<file path="src/hw/rtl/fdbr_pkg.sv">
package fdbr_pkg;

    localparam int POS_W        = 14;
    localparam int PIX_W        = 24;
    localparam int CNT_W        = 25;
    localparam int COORD_W      = 12;
    localparam int SIZE_W       = 13;
    localparam int TOTAL_W      = 5;
    localparam int DIM_W        = 13;
    localparam int MAXR_W       = 5;
    localparam int APB_ADDR_W   = 4;
    localparam int APB_DATA_W   = 32;
    localparam int EVQ_DEPTH    = 4;
    localparam int EVQ_PTR_W    = 2;

    localparam logic [CNT_W-1:0] COUNT_MAX = {CNT_W{1'b1}};

    localparam logic KIND_RECT = 1'b0;
    localparam logic KIND_SUM  = 1'b1;

    localparam logic [1:0] REG_FRAME_WIDTH  = 2'd0;
    localparam logic [1:0] REG_FRAME_HEIGHT = 2'd1;
    localparam logic [1:0] REG_RECT_CAP     = 2'd2;

    // one finished row, handed from the pixel side to the band side
    typedef struct packed {
        logic             has;
        logic [POS_W-1:0] left;
        logic [POS_W-1:0] right;
        logic [POS_W-1:0] row;
        logic             last_row;
        logic [CNT_W-1:0] count;
    } t_row_evt;

    typedef enum logic [1:0] {
        ST_BAND = 2'b01,
        ST_SUM  = 2'b10
    } t_back_st;

endpackage

</file>
<file path="src/hw/rtl/fdbr_ifs.sv">
interface fdbr_pix_if;
    logic                       valid;
    logic                       ready;
    logic [fdbr_pkg::PIX_W-1:0] old_pixel;
    logic [fdbr_pkg::PIX_W-1:0] new_pixel;

    modport source (output valid, output old_pixel, output new_pixel, input ready);
    modport sink   (input valid, input old_pixel, input new_pixel, output ready);
endinterface

interface fdbr_res_if;
    logic                         valid;
    logic                         ready;
    logic                         kind;
    logic [fdbr_pkg::COORD_W-1:0] rect_x;
    logic [fdbr_pkg::COORD_W-1:0] rect_y;
    logic [fdbr_pkg::SIZE_W-1:0]  rect_w;
    logic [fdbr_pkg::SIZE_W-1:0]  rect_h;
    logic [fdbr_pkg::TOTAL_W-1:0] rect_total;
    logic [fdbr_pkg::CNT_W-1:0]   dirty_count;
    logic                         overflowed;
    logic                         last;

    modport source (output valid, output kind, output rect_x, output rect_y, output rect_w,
                    output rect_h, output rect_total, output dirty_count,
                    output overflowed, output last, input ready);
    modport sink   (input valid, input kind, input rect_x, input rect_y, input rect_w,
                    input rect_h, input rect_total, input dirty_count,
                    input overflowed, input last, output ready);
endinterface

</file>
<file path="src/hw/rtl/fdbr_evq.sv">
module fdbr_evq (
    input  logic               i_clk,
    input  logic               i_rst_n,
    input  logic               i_push,
    input  fdbr_pkg::t_row_evt i_evt,
    output logic               o_full,
    input  logic               i_pop,
    output fdbr_pkg::t_row_evt o_evt,
    output logic               o_empty
);

    fdbr_pkg::t_row_evt                 r_mem [fdbr_pkg::EVQ_DEPTH];
    logic [fdbr_pkg::EVQ_PTR_W-1:0]     r_wr_ptr;
    logic [fdbr_pkg::EVQ_PTR_W-1:0]     r_rd_ptr;
    logic [fdbr_pkg::EVQ_PTR_W:0]       r_count;
    logic [fdbr_pkg::EVQ_PTR_W:0]       n_count;
    logic                               do_push;
    logic                               do_pop;

    assign o_full  = (r_count == (fdbr_pkg::EVQ_PTR_W + 1)'(fdbr_pkg::EVQ_DEPTH));
    assign o_empty = (r_count == '0);
    assign do_push = i_push && !o_full;
    assign do_pop  = i_pop && !o_empty;
    assign o_evt   = r_mem[r_rd_ptr];

    always_comb begin
        n_count = r_count;
        if (do_push && !do_pop) begin
            n_count = r_count + 1'b1;
        end else if (do_pop && !do_push) begin
            n_count = r_count - 1'b1;
        end
    end

    always_ff @(posedge i_clk) begin
        if (!i_rst_n) begin
            r_wr_ptr <= '0;
            r_rd_ptr <= '0;
            r_count  <= '0;
        end else begin
            r_count <= n_count;
            if (do_push) begin
                r_wr_ptr <= r_wr_ptr + 1'b1;
            end
            if (do_pop) begin
                r_rd_ptr <= r_rd_ptr + 1'b1;
            end
        end
    end

    always_ff @(posedge i_clk) begin
        if (do_push) begin
            r_mem[r_wr_ptr] <= i_evt;
        end
    end

endmodule

</file>
<file path="src/hw/rtl/fdbr_front.sv">
module fdbr_front #(
    parameter int CW = 12,
    parameter int RW = 12
) (
    input  logic               i_clk,
    input  logic               i_rst_n,
    fdbr_pix_if.sink           i_pix,
    input  logic [CW-1:0]      i_wm1,
    input  logic [RW-1:0]      i_hm1,
    input  logic               i_full,
    output logic               o_push,
    output fdbr_pkg::t_row_evt o_evt
);

    logic [CW-1:0]              r_col;
    logic [RW-1:0]              r_row;
    logic                       r_has;
    logic [CW-1:0]              r_left;
    logic [CW-1:0]              r_right;
    logic [fdbr_pkg::CNT_W-1:0] r_count;

    logic                       diff;
    logic                       row_end;
    logic                       last_row;
    logic                       accept;
    logic                       n_has;
    logic [CW-1:0]              n_left;
    logic [CW-1:0]              n_right;
    logic [fdbr_pkg::CNT_W-1:0] n_count;

    assign diff     = (i_pix.old_pixel != i_pix.new_pixel);
    assign row_end  = (r_col >= i_wm1);
    assign last_row = (r_row >= i_hm1);
    assign i_pix.ready = !(i_full && row_end);
    assign accept   = i_pix.valid && i_pix.ready;
    assign o_push   = accept && row_end;

    assign n_has   = r_has || diff;
    assign n_left  = (diff && !r_has) ? r_col : r_left;
    assign n_right = diff ? r_col : r_right;
    assign n_count = (diff && (r_count != fdbr_pkg::COUNT_MAX)) ? r_count + 1'b1 : r_count;

    always_comb begin
        o_evt.has      = n_has;
        o_evt.left     = fdbr_pkg::POS_W'(n_left);
        o_evt.right    = fdbr_pkg::POS_W'(n_right);
        o_evt.row      = fdbr_pkg::POS_W'(r_row);
        o_evt.last_row = last_row;
        o_evt.count    = n_count;
    end

    always_ff @(posedge i_clk) begin
        if (!i_rst_n) begin
            r_col   <= '0;
            r_row   <= '0;
            r_has   <= 1'b0;
            r_left  <= '0;
            r_right <= '0;
            r_count <= '0;
        end else if (accept) begin
            if (row_end) begin
                r_col   <= '0;
                r_has   <= 1'b0;
                r_left  <= '0;
                r_right <= '0;
                if (last_row) begin
                    r_row   <= '0;
                    r_count <= '0;
                end else begin
                    r_row   <= r_row + 1'b1;
                    r_count <= n_count;
                end
            end else begin
                r_col   <= r_col + 1'b1;
                r_has   <= n_has;
                r_left  <= n_left;
                r_right <= n_right;
                r_count <= n_count;
            end
        end
    end

endmodule

</file>
<file path="src/hw/rtl/fdbr_back.sv">
module fdbr_back #(
    parameter int RLW = 5
) (
    input  logic               i_clk,
    input  logic               i_rst_n,
    input  fdbr_pkg::t_row_evt i_evt,
    input  logic               i_empty,
    output logic               o_pop,
    input  logic [RLW-1:0]     i_limit,
    fdbr_res_if.source         o_res
);

    localparam int PW = fdbr_pkg::POS_W;

    fdbr_pkg::t_back_st           r_st;
    logic                         r_open;
    logic [PW-1:0]                r_top;
    logic [PW-1:0]                r_left;
    logic [PW-1:0]                r_right;
    logic [RLW-1:0]               r_rects;
    logic                         r_ovf;

    logic                         r_valid;
    logic                         r_kind;
    logic [fdbr_pkg::COORD_W-1:0] r_x;
    logic [fdbr_pkg::COORD_W-1:0] r_y;
    logic [fdbr_pkg::SIZE_W-1:0]  r_w;
    logic [fdbr_pkg::SIZE_W-1:0]  r_h;
    logic [fdbr_pkg::TOTAL_W-1:0] r_total;
    logic [fdbr_pkg::CNT_W-1:0]   r_dirty;
    logic                         r_oflag;
    logic                         r_last;

    logic                         out_free;
    logic                         open_after;
    logic [PW-1:0]                top_after;
    logic [PW-1:0]                left_after;
    logic [PW-1:0]                right_after;
    logic                         close;
    logic [PW-1:0]                end_y;
    logic                         under;
    logic                         emit_rect;
    logic                         band_go;
    logic                         sum_go;
    logic [PW:0]                  span_w;
    logic [PW:0]                  span_h;

    assign out_free    = !r_valid || o_res.ready;
    assign open_after  = r_open || i_evt.has;
    assign top_after   = (!r_open && i_evt.has) ? i_evt.row : r_top;
    assign left_after  = (i_evt.has && (!r_open || (i_evt.left < r_left)))
                         ? i_evt.left : r_left;
    assign right_after = (i_evt.has && (!r_open || (i_evt.right > r_right)))
                         ? i_evt.right : r_right;
    assign close       = open_after && (!i_evt.has || i_evt.last_row);
    assign end_y       = i_evt.has ? i_evt.row : i_evt.row - 1'b1;
    assign under       = (r_rects < i_limit);
    assign emit_rect   = close && under;
    assign span_w      = {1'b0, right_after} - {1'b0, left_after} + 1'b1;
    assign span_h      = {1'b0, end_y} - {1'b0, top_after} + 1'b1;

    always_comb begin
        band_go = 1'b0;
        sum_go  = 1'b0;
        unique case (r_st)
            fdbr_pkg::ST_BAND: begin
                band_go = !i_empty && (!emit_rect || out_free);
            end
            fdbr_pkg::ST_SUM: begin
                sum_go = !i_empty && out_free;
            end
            default: begin
                band_go = 1'b0;
                sum_go  = 1'b0;
            end
        endcase
    end

    assign o_pop = (band_go && !i_evt.last_row) || sum_go;

    always_ff @(posedge i_clk) begin
        if (!i_rst_n) begin
            r_st    <= fdbr_pkg::ST_BAND;
            r_open  <= 1'b0;
            r_top   <= '0;
            r_left  <= '0;
            r_right <= '0;
            r_rects <= '0;
            r_ovf   <= 1'b0;
            r_valid <= 1'b0;
        end else begin
            if (band_go) begin
                r_open  <= open_after && !close;
                r_top   <= top_after;
                r_left  <= left_after;
                r_right <= right_after;
                if (close) begin
                    if (under) begin
                        r_rects <= r_rects + 1'b1;
                    end else begin
                        r_ovf <= 1'b1;
                    end
                end
                if (i_evt.last_row) begin
                    r_st <= fdbr_pkg::ST_SUM;
                end
            end
            if (sum_go) begin
                r_open  <= 1'b0;
                r_rects <= '0;
                r_ovf   <= 1'b0;
                r_st    <= fdbr_pkg::ST_BAND;
            end
            if ((band_go && emit_rect) || sum_go) begin
                r_valid <= 1'b1;
            end else if (o_res.ready) begin
                r_valid <= 1'b0;
            end
        end
    end

    always_ff @(posedge i_clk) begin
        if (band_go && emit_rect) begin
            r_kind  <= fdbr_pkg::KIND_RECT;
            r_x     <= fdbr_pkg::COORD_W'(left_after);
            r_y     <= fdbr_pkg::COORD_W'(top_after);
            r_w     <= fdbr_pkg::SIZE_W'(span_w);
            r_h     <= fdbr_pkg::SIZE_W'(span_h);
            r_total <= '0;
            r_dirty <= '0;
            r_oflag <= 1'b0;
            r_last  <= 1'b0;
        end else if (sum_go) begin
            r_kind  <= fdbr_pkg::KIND_SUM;
            r_x     <= '0;
            r_y     <= '0;
            r_w     <= '0;
            r_h     <= '0;
            r_total <= fdbr_pkg::TOTAL_W'(r_rects);
            r_dirty <= i_evt.count;
            r_oflag <= r_ovf;
            r_last  <= 1'b1;
        end
    end

    assign o_res.valid        = r_valid;
    assign o_res.kind         = r_kind;
    assign o_res.rect_x       = r_x;
    assign o_res.rect_y       = r_y;
    assign o_res.rect_w       = r_w;
    assign o_res.rect_h       = r_h;
    assign o_res.rect_total   = r_total;
    assign o_res.dirty_count  = r_dirty;
    assign o_res.overflowed   = r_oflag;
    assign o_res.last         = r_last;

endmodule

</file>
<file path="src/hw/rtl/frame_dirty_band_rects_core.sv">
// channel   dir  handshake       payload
// i_pix     in   valid/ready     old_pixel, new_pixel
// o_res     out  valid/ready     kind, rect_x/y/w/h, rect_total, dirty_count, overflowed, last
// apb       in   psel/penable    frame_width @0x0, frame_height @0x4, rect_cap @0x8
//
// one pixel request per cycle; the front side stalls only at a row end when the
// four-entry row queue is full
// the band side handles each row in its band state and a frame's last row in the band state, then
// in the summary state, so frames one pixel wide and high fill the row queue and stall the front side
// results leave through a single output register, one per cycle while o_res.ready is high
// synchronous active-low reset clears all control state; no clearing pass
module frame_dirty_band_rects_core #(
    parameter int MAX_WIDTH  = 4096,
    parameter int MAX_HEIGHT = 4096,
    parameter int RECT_LIMIT = 16
) (
    input  logic                            i_clk,
    input  logic                            i_rst_n,
    fdbr_pix_if.sink                        i_pix,
    fdbr_res_if.source                      o_res,
    input  logic                            psel,
    input  logic                            penable,
    input  logic                            pwrite,
    input  logic [fdbr_pkg::APB_ADDR_W-1:0] paddr,
    input  logic [fdbr_pkg::APB_DATA_W-1:0] pwdata,
    output logic [fdbr_pkg::APB_DATA_W-1:0] prdata,
    output logic                            pready
);

    localparam int CW  = (MAX_WIDTH > 1) ? $clog2(MAX_WIDTH) : 1;
    localparam int RW  = (MAX_HEIGHT > 1) ? $clog2(MAX_HEIGHT) : 1;
    localparam int RLW = $clog2(RECT_LIMIT + 1);

    logic [fdbr_pkg::DIM_W-1:0]  r_frame_width;
    logic [fdbr_pkg::DIM_W-1:0]  r_frame_height;
    logic [fdbr_pkg::MAXR_W-1:0] r_rect_cap;

    logic [1:0]               reg_idx;
    logic                     wr_en;
    logic [CW-1:0]            wm1;
    logic [RW-1:0]            hm1;
    logic [RLW-1:0]           limit;
    logic                     q_push;
    logic                     q_full;
    logic                     q_pop;
    logic                     q_empty;
    fdbr_pkg::t_row_evt       q_in;
    fdbr_pkg::t_row_evt       q_out;

    assign pready  = 1'b1;
    assign reg_idx = paddr[3:2];
    assign wr_en   = psel && penable && pwrite && pready;

    always_ff @(posedge i_clk) begin
        if (!i_rst_n) begin
            r_frame_width  <= fdbr_pkg::DIM_W'(1);
            r_frame_height <= fdbr_pkg::DIM_W'(1);
            r_rect_cap     <= fdbr_pkg::MAXR_W'(16);
        end else if (wr_en) begin
            unique case (reg_idx)
                fdbr_pkg::REG_FRAME_WIDTH:  r_frame_width  <= pwdata[fdbr_pkg::DIM_W-1:0];
                fdbr_pkg::REG_FRAME_HEIGHT: r_frame_height <= pwdata[fdbr_pkg::DIM_W-1:0];
                fdbr_pkg::REG_RECT_CAP:     r_rect_cap     <= pwdata[fdbr_pkg::MAXR_W-1:0];
                default: begin
                end
            endcase
        end
    end

    always_comb begin
        unique case (reg_idx)
            fdbr_pkg::REG_FRAME_WIDTH:  prdata = fdbr_pkg::APB_DATA_W'(r_frame_width);
            fdbr_pkg::REG_FRAME_HEIGHT: prdata = fdbr_pkg::APB_DATA_W'(r_frame_height);
            fdbr_pkg::REG_RECT_CAP:     prdata = fdbr_pkg::APB_DATA_W'(r_rect_cap);
            default:                    prdata = '0;
        endcase
    end

    // a zero width or height acts as one; oversize values, rect cap included, are capped
    always_comb begin
        if (r_frame_width == '0) begin
            wm1 = '0;
        end else if (32'(r_frame_width) > MAX_WIDTH) begin
            wm1 = CW'(MAX_WIDTH - 1);
        end else begin
            wm1 = CW'(r_frame_width - 1'b1);
        end
        if (r_frame_height == '0) begin
            hm1 = '0;
        end else if (32'(r_frame_height) > MAX_HEIGHT) begin
            hm1 = RW'(MAX_HEIGHT - 1);
        end else begin
            hm1 = RW'(r_frame_height - 1'b1);
        end
        if (32'(r_rect_cap) > RECT_LIMIT) begin
            limit = RLW'(RECT_LIMIT);
        end else begin
            limit = RLW'(r_rect_cap);
        end
    end

    fdbr_front #(
        .CW (CW),
        .RW (RW)
    ) u_front (
        .i_clk   (i_clk),
        .i_rst_n (i_rst_n),
        .i_pix   (i_pix),
        .i_wm1   (wm1),
        .i_hm1   (hm1),
        .i_full  (q_full),
        .o_push  (q_push),
        .o_evt   (q_in)
    );

    fdbr_evq u_evq (
        .i_clk   (i_clk),
        .i_rst_n (i_rst_n),
        .i_push  (q_push),
        .i_evt   (q_in),
        .o_full  (q_full),
        .i_pop   (q_pop),
        .o_evt   (q_out),
        .o_empty (q_empty)
    );

    fdbr_back #(
        .RLW (RLW)
    ) u_back (
        .i_clk   (i_clk),
        .i_rst_n (i_rst_n),
        .i_evt   (q_out),
        .i_empty (q_empty),
        .o_pop   (q_pop),
        .i_limit (limit),
        .o_res   (o_res)
    );

endmodule
</file>
<file path="src/flat_wrapper.sv">
// flat-port wrapper written by rule: the top's interface ports become plain ports
module frame_dirty_band_rects_core_flat 
#(
    parameter int MAX_WIDTH  = 4096,
    parameter int MAX_HEIGHT = 4096,
    parameter int RECT_LIMIT = 16
)
  (i_clk, i_rst_n, psel, penable, pwrite, paddr, pwdata, prdata, pready, i_pix_valid, i_pix_old_pixel, i_pix_new_pixel, i_pix_ready, o_res_valid, o_res_kind, o_res_rect_x, o_res_rect_y, o_res_rect_w, o_res_rect_h, o_res_rect_total, o_res_dirty_count, o_res_overflowed, o_res_last, o_res_ready);
  fdbr_pix_if i_pix_i ();
  fdbr_res_if o_res_i ();
  input  logic i_clk;
  input  logic i_rst_n;
  input  logic psel;
  input  logic penable;
  input  logic pwrite;
  input  logic [fdbr_pkg::APB_ADDR_W-1:0] paddr;
  input  logic [fdbr_pkg::APB_DATA_W-1:0] pwdata;
  output logic [fdbr_pkg::APB_DATA_W-1:0] prdata;
  output logic pready;
  input wire logic [$bits(i_pix_i.valid)-1:0] i_pix_valid;
  input wire logic [$bits(i_pix_i.old_pixel)-1:0] i_pix_old_pixel;
  input wire logic [$bits(i_pix_i.new_pixel)-1:0] i_pix_new_pixel;
  output wire logic [$bits(i_pix_i.ready)-1:0] i_pix_ready;
  output wire logic [$bits(o_res_i.valid)-1:0] o_res_valid;
  output wire logic [$bits(o_res_i.kind)-1:0] o_res_kind;
  output wire logic [$bits(o_res_i.rect_x)-1:0] o_res_rect_x;
  output wire logic [$bits(o_res_i.rect_y)-1:0] o_res_rect_y;
  output wire logic [$bits(o_res_i.rect_w)-1:0] o_res_rect_w;
  output wire logic [$bits(o_res_i.rect_h)-1:0] o_res_rect_h;
  output wire logic [$bits(o_res_i.rect_total)-1:0] o_res_rect_total;
  output wire logic [$bits(o_res_i.dirty_count)-1:0] o_res_dirty_count;
  output wire logic [$bits(o_res_i.overflowed)-1:0] o_res_overflowed;
  output wire logic [$bits(o_res_i.last)-1:0] o_res_last;
  input wire logic [$bits(o_res_i.ready)-1:0] o_res_ready;
  assign i_pix_i.valid = i_pix_valid;
  assign i_pix_i.old_pixel = i_pix_old_pixel;
  assign i_pix_i.new_pixel = i_pix_new_pixel;
  assign i_pix_ready = i_pix_i.ready;
  assign o_res_valid = o_res_i.valid;
  assign o_res_kind = o_res_i.kind;
  assign o_res_rect_x = o_res_i.rect_x;
  assign o_res_rect_y = o_res_i.rect_y;
  assign o_res_rect_w = o_res_i.rect_w;
  assign o_res_rect_h = o_res_i.rect_h;
  assign o_res_rect_total = o_res_i.rect_total;
  assign o_res_dirty_count = o_res_i.dirty_count;
  assign o_res_overflowed = o_res_i.overflowed;
  assign o_res_last = o_res_i.last;
  assign o_res_i.ready = o_res_ready;
  frame_dirty_band_rects_core #(.MAX_WIDTH(MAX_WIDTH), .MAX_HEIGHT(MAX_HEIGHT), .RECT_LIMIT(RECT_LIMIT)) u_core (.i_clk(i_clk), .i_rst_n(i_rst_n), .i_pix(i_pix_i), .o_res(o_res_i), .psel(psel), .penable(penable), .pwrite(pwrite), .paddr(paddr), .pwdata(pwdata), .prdata(prdata), .pready(pready));
endmodule
</file>
<file path="config.mk">
export PLATFORM = sky130hd
export DESIGN_NAME = frame_dirty_band_rects_core_flat
export DESIGN_NICKNAME = d
export VERILOG_FILES = /design/src/hw/rtl/fdbr_pkg.sv /design/src/hw/rtl/fdbr_ifs.sv /design/src/hw/rtl/fdbr_evq.sv /design/src/hw/rtl/fdbr_front.sv /design/src/hw/rtl/fdbr_back.sv /design/src/hw/rtl/frame_dirty_band_rects_core.sv /design/src/flat_wrapper.sv
export SDC_FILE = /design/constraint.sdc
export NUM_CORES = 1
export LEC_CHECK = 0
export BUFFER_PORTS_ARGS = -buffer_cell sky130_fd_sc_hd__buf_2
export CAP_MARGIN = 20
export CORE_UTILIZATION = 45
export CTS_CLUSTER_DIAMETER = 80
export DETAILED_ROUTE_END_ITERATION = 12
export SLEW_MARGIN = 40
export SYNTH_ARGS = -nofsm -noshare
export SYNTH_HDL_FRONTEND = slang
export SYNTH_SLANG_ARGS = --single-unit
</file>
<file path="constraint.sdc">
create_clock -name i_clk -period 7.2 [get_ports i_clk]
set_input_delay 1.44 -clock i_clk [delete_from_list [all_inputs] [get_ports i_clk]]
set_output_delay 1.44 -clock i_clk [all_outputs]
set_load 0.005 [all_outputs]
</file>
==> results.cfg <==
[outcome]
status = finished, violations left
violations = DRC

[hold_path]
whs_path_depth = 2
worstHoldStart = u_core.u_back.r_top[12]
worstHoldEndpoint = u_core.u_back.r_top[12]
min_path_type = reg2reg

[setup_path]
critPathKind = reg2out
end_kind = primary output
arrival_ns = 4.44
critPathMaxFanout = 7
cp.required_ns = 5.76
reg2regPathDepth = 17
critPathLaunchType = flop
reg2reg_to = u_core.u_back.o_res.rect_w[11]
rrSetupSlack_ns = 1.49

[clock_network]
root_buffer = clkbuf_16
cts_sinks = 497
cts_setup_buffers = 0
insertion_delay_ns = 0.61
holdBufCountCts = 0
cts_buffer_depth = 3
numCtsBuffers = 52
h-tree-depth = 2
ctsResizeCount = 0
clk_pin_slew_ns = 0.06
cts_tree = built

[global_routing]
grt_util_met2_pct = 31.84
grt_pass1_vias = 15330
grt_first_pass_wirelength_mm = 82.81
grt_busiest_layer = met2
grt_max_degree = 74
antenna_found_initial = 1
grt_use_total_pct = 19.86
gr-usage-met3_pct = 3.063
grt-ovfl-total = 0
gr-usage-met1_pct = 27.42

[power_and_ir_drop]
p_int_w = 0.006817
p_leak_nw = 9.746
clkPwrFrac_pct = 27.0
power-per-cell-area_nw_per_um2 = 390.6
swShare_pct = 34.32
switchingPower_w = 0.003563
comb_power_share_pct = 37.1
pwr-share-seq_pct = 35.9
peakVddDrop_mv = 0.2019

[floorplanning]
start_util_pct = 45.52
dieWidth_um = 229.6
design.core.area_um2 = 51200
rows = 83
ios = 209
dieArea_um2 = 52700
die_h_um = 229.6

[synthesis]
syn_area_per_cell_um2 = 11.77
synthTopCellsByCount = edfxtp_1, nand2_1, dfxtp_1
synth_cell_type_count = 77
ys_async_sr_fraction_pct = 0
synth_area_um2 = 23300
synth_edf_count = 302
ys_ff_latch = 497
ys_warn_count = 0
synth_most_common_cell = edfxtp_1
yosysTopAreaCell = edfxtp_1
dominantRegCellSynth = edfxtp_1
yosysSeqAreaShare_pct = 55.67
synth_area_leaders = edfxtp_1, dfxtp_1, ha_1, mux4_2, nand2_1
synthCells = 1980
netlist.area_leader.share_pct = 38.92

[routing]
wirelength_mm = 52.07
routed_via_density = 5.470
drt_pre_antenna_iters = 9
route.detailed.wl_per_inst_um = 18.25
drc_errors = 4
detail_route.iter0.violations = 958
ant_nets = 0
num_vias = 15610

[placed_design]
gp_congestion = 0.8430
pre_cts_slack_ns = 1.434
hpwl_mm = 35.23
numPortBuffers = 167

[sta]
fin_skew_ns = 0.02059
finalMaxSlewViolations = 0
finalSetupTns_ns = 0
setup_viol = 0
tightest_slew_ns = 0.7723
final.min_clock_period_ns = 5.877
period_share_pct = 81.63
timing_hold_violations_final = 0
hold_ws_ns = 0.4407
fmax_mhz = 170.1
grt_setup_unrepaired = false
relSlewSlack_pct = 48.51
worst_slack_ns = 1.323

[layout]
syn_to_final_growth_pct = 14.03
drive_gt1_share_pct = 18.78
fill_cells = 4418
nets = 2331

[run]
drv_cap = 0
per-stage QoR:
| stage | util (%) | cell area, um^2 | instances | total power, W |
|---|---|---|---|---|
| after CTS | 51.84 | 26540 | 2851 | 0.01048 |
| after global routing | 51.90 | 26570 | 2852 | 0.01110 |
| final | 51.90 | 26570 | 2853 | 0.01038 |
| after detailed placement | 48.32 | 24740 | 2753 | 0.007641 |
| after floorplan | - | 23370 | 1998 | 0.006624 |
| after global placement | 48.26 | 24710 | 2752 | 0.007576 |
placed cells by master (no fill, tap or decap), drive strengths merged, types with 15 or more instances in the layout:
cell      n
edfxtp  302
nand2   216
dfxtp   195
buf     195
nor2    165
a21oi   116
ha      109
inv      68
xnor2    67
clkbuf   66
nand3    63
mux4     63
o21ai    57
xor2     52
mux2     35
nand4    33
o22ai    30
mux2i    26
a22o     25
and2     22
clkinv   21
conb     20
and3     18
nor3     18
a211oi   15
or3      15
o31ai    15
registers in the layout, indices dropped and copies added, names as in the netlist, 13 cells and up, named ones only:
signal	flops
u_core.r_frame_height	13
u_core.r_frame_width	13
u_core.u_back.o_res.dirty_count	25
u_core.u_back.o_res.rect_h	13
u_core.u_back.o_res.rect_w	13
u_core.u_back.r_left	13
u_core.u_back.r_right	13
u_core.u_back.r_top	13
u_core.u_evq.r_mem	252
u_core.u_front.r_count	25
worst max-delay path by stage:
stage | startpoint | to | slack, ns | cells after the start
global route | u_core.r_frame_width[0] | i_pix_ready | 1.06 | 14
floorplan | flop | u_core.u_back.o_res.rect_w[11] | 1.56 | 21
CTS | u_core.r_frame_width[0] | i_pix_ready | 1.31 | 14
detailed placement | flop | u_core.u_back.o_res.rect_w[11] | 1.43 | 17
global placement | flop | u_core.u_back.o_res.rect_w[11] | 1.46 | 17
finish | u_core.r_frame_width[0] | i_pix_ready | 1.32 | 14
power groups by stage:
| stage | clock [W] | sequential, W | combinational [W] |
|---|---|---|---|
| final | 0.00280 | 0.00373 | 0.00385 |
| after global routing | 0.00296 | 0.00379 | 0.00435 |
| after CTS | 0.00285 | 0.00374 | 0.00388 |
| after detailed placement | 0 | 0.00380 | 0.00384 |
| after global placement | 0 | 0.00379 | 0.00379 |
| after floorplan | 0 | 0.00374 | 0.00289 |
worst max-delay path, cell delays in order, from the launching register on:
cell and delay, ns:
dfxtp_1 0.32, inv_1 0.13, ha_1 0.21, nand2_1 0.10, or3_1 0.38, or3_1 0.40, or2_0 0.33, a21oi_1 0.23
ha_1 0.28, a21o_1 0.16, a2111oi_0 0.42, o311a_1 0.32, nor2_1 0.15, nand3_1 0.22, buf_2 0.19
area by class of cell:
cell class / instances / area, um^2 / share of cell area (%)
sequential: 497 / 12980 / 48.84
multi-input combinational: 1317 / 9614 / 36.18
clock buffer: 65 / 1463 / 5.504
timing repair buffer: 196 / 1082 / 4.073
tap: 680 / 850.8 / 3.202
clock inverter: 33 / 340.3 / 1.281
inverter: 64 / 242.7 / 0.9135
antenna: 1 / 2.502 / 0.009417
cells by family (layout without fill, tap and decap cells):
logic type               count (synthesis)  after routing  share of synthesized area (%)
AND/OR/NAND/NOR                        620            620                          12.57
flip-flops                             497            497                          55.67
AO/OA/AOI/OAI                          322            322                          8.677
buffers and inverters                  184            358                          3.495
multiplexers                           124            124                          8.977
XOR/XNOR                               119            119                          4.472
adder cells (fa/ha/maj)                112            112                          6.110
other                                    2             21                        0.03223
per-layer routing:
layer,vias up,routed length [um]
met2,387,23840
met5,-,0
li1,7559,-
met1,7585,24410
met4,0,1318
met3,74,2501
(Power assumes the default switching activity.)
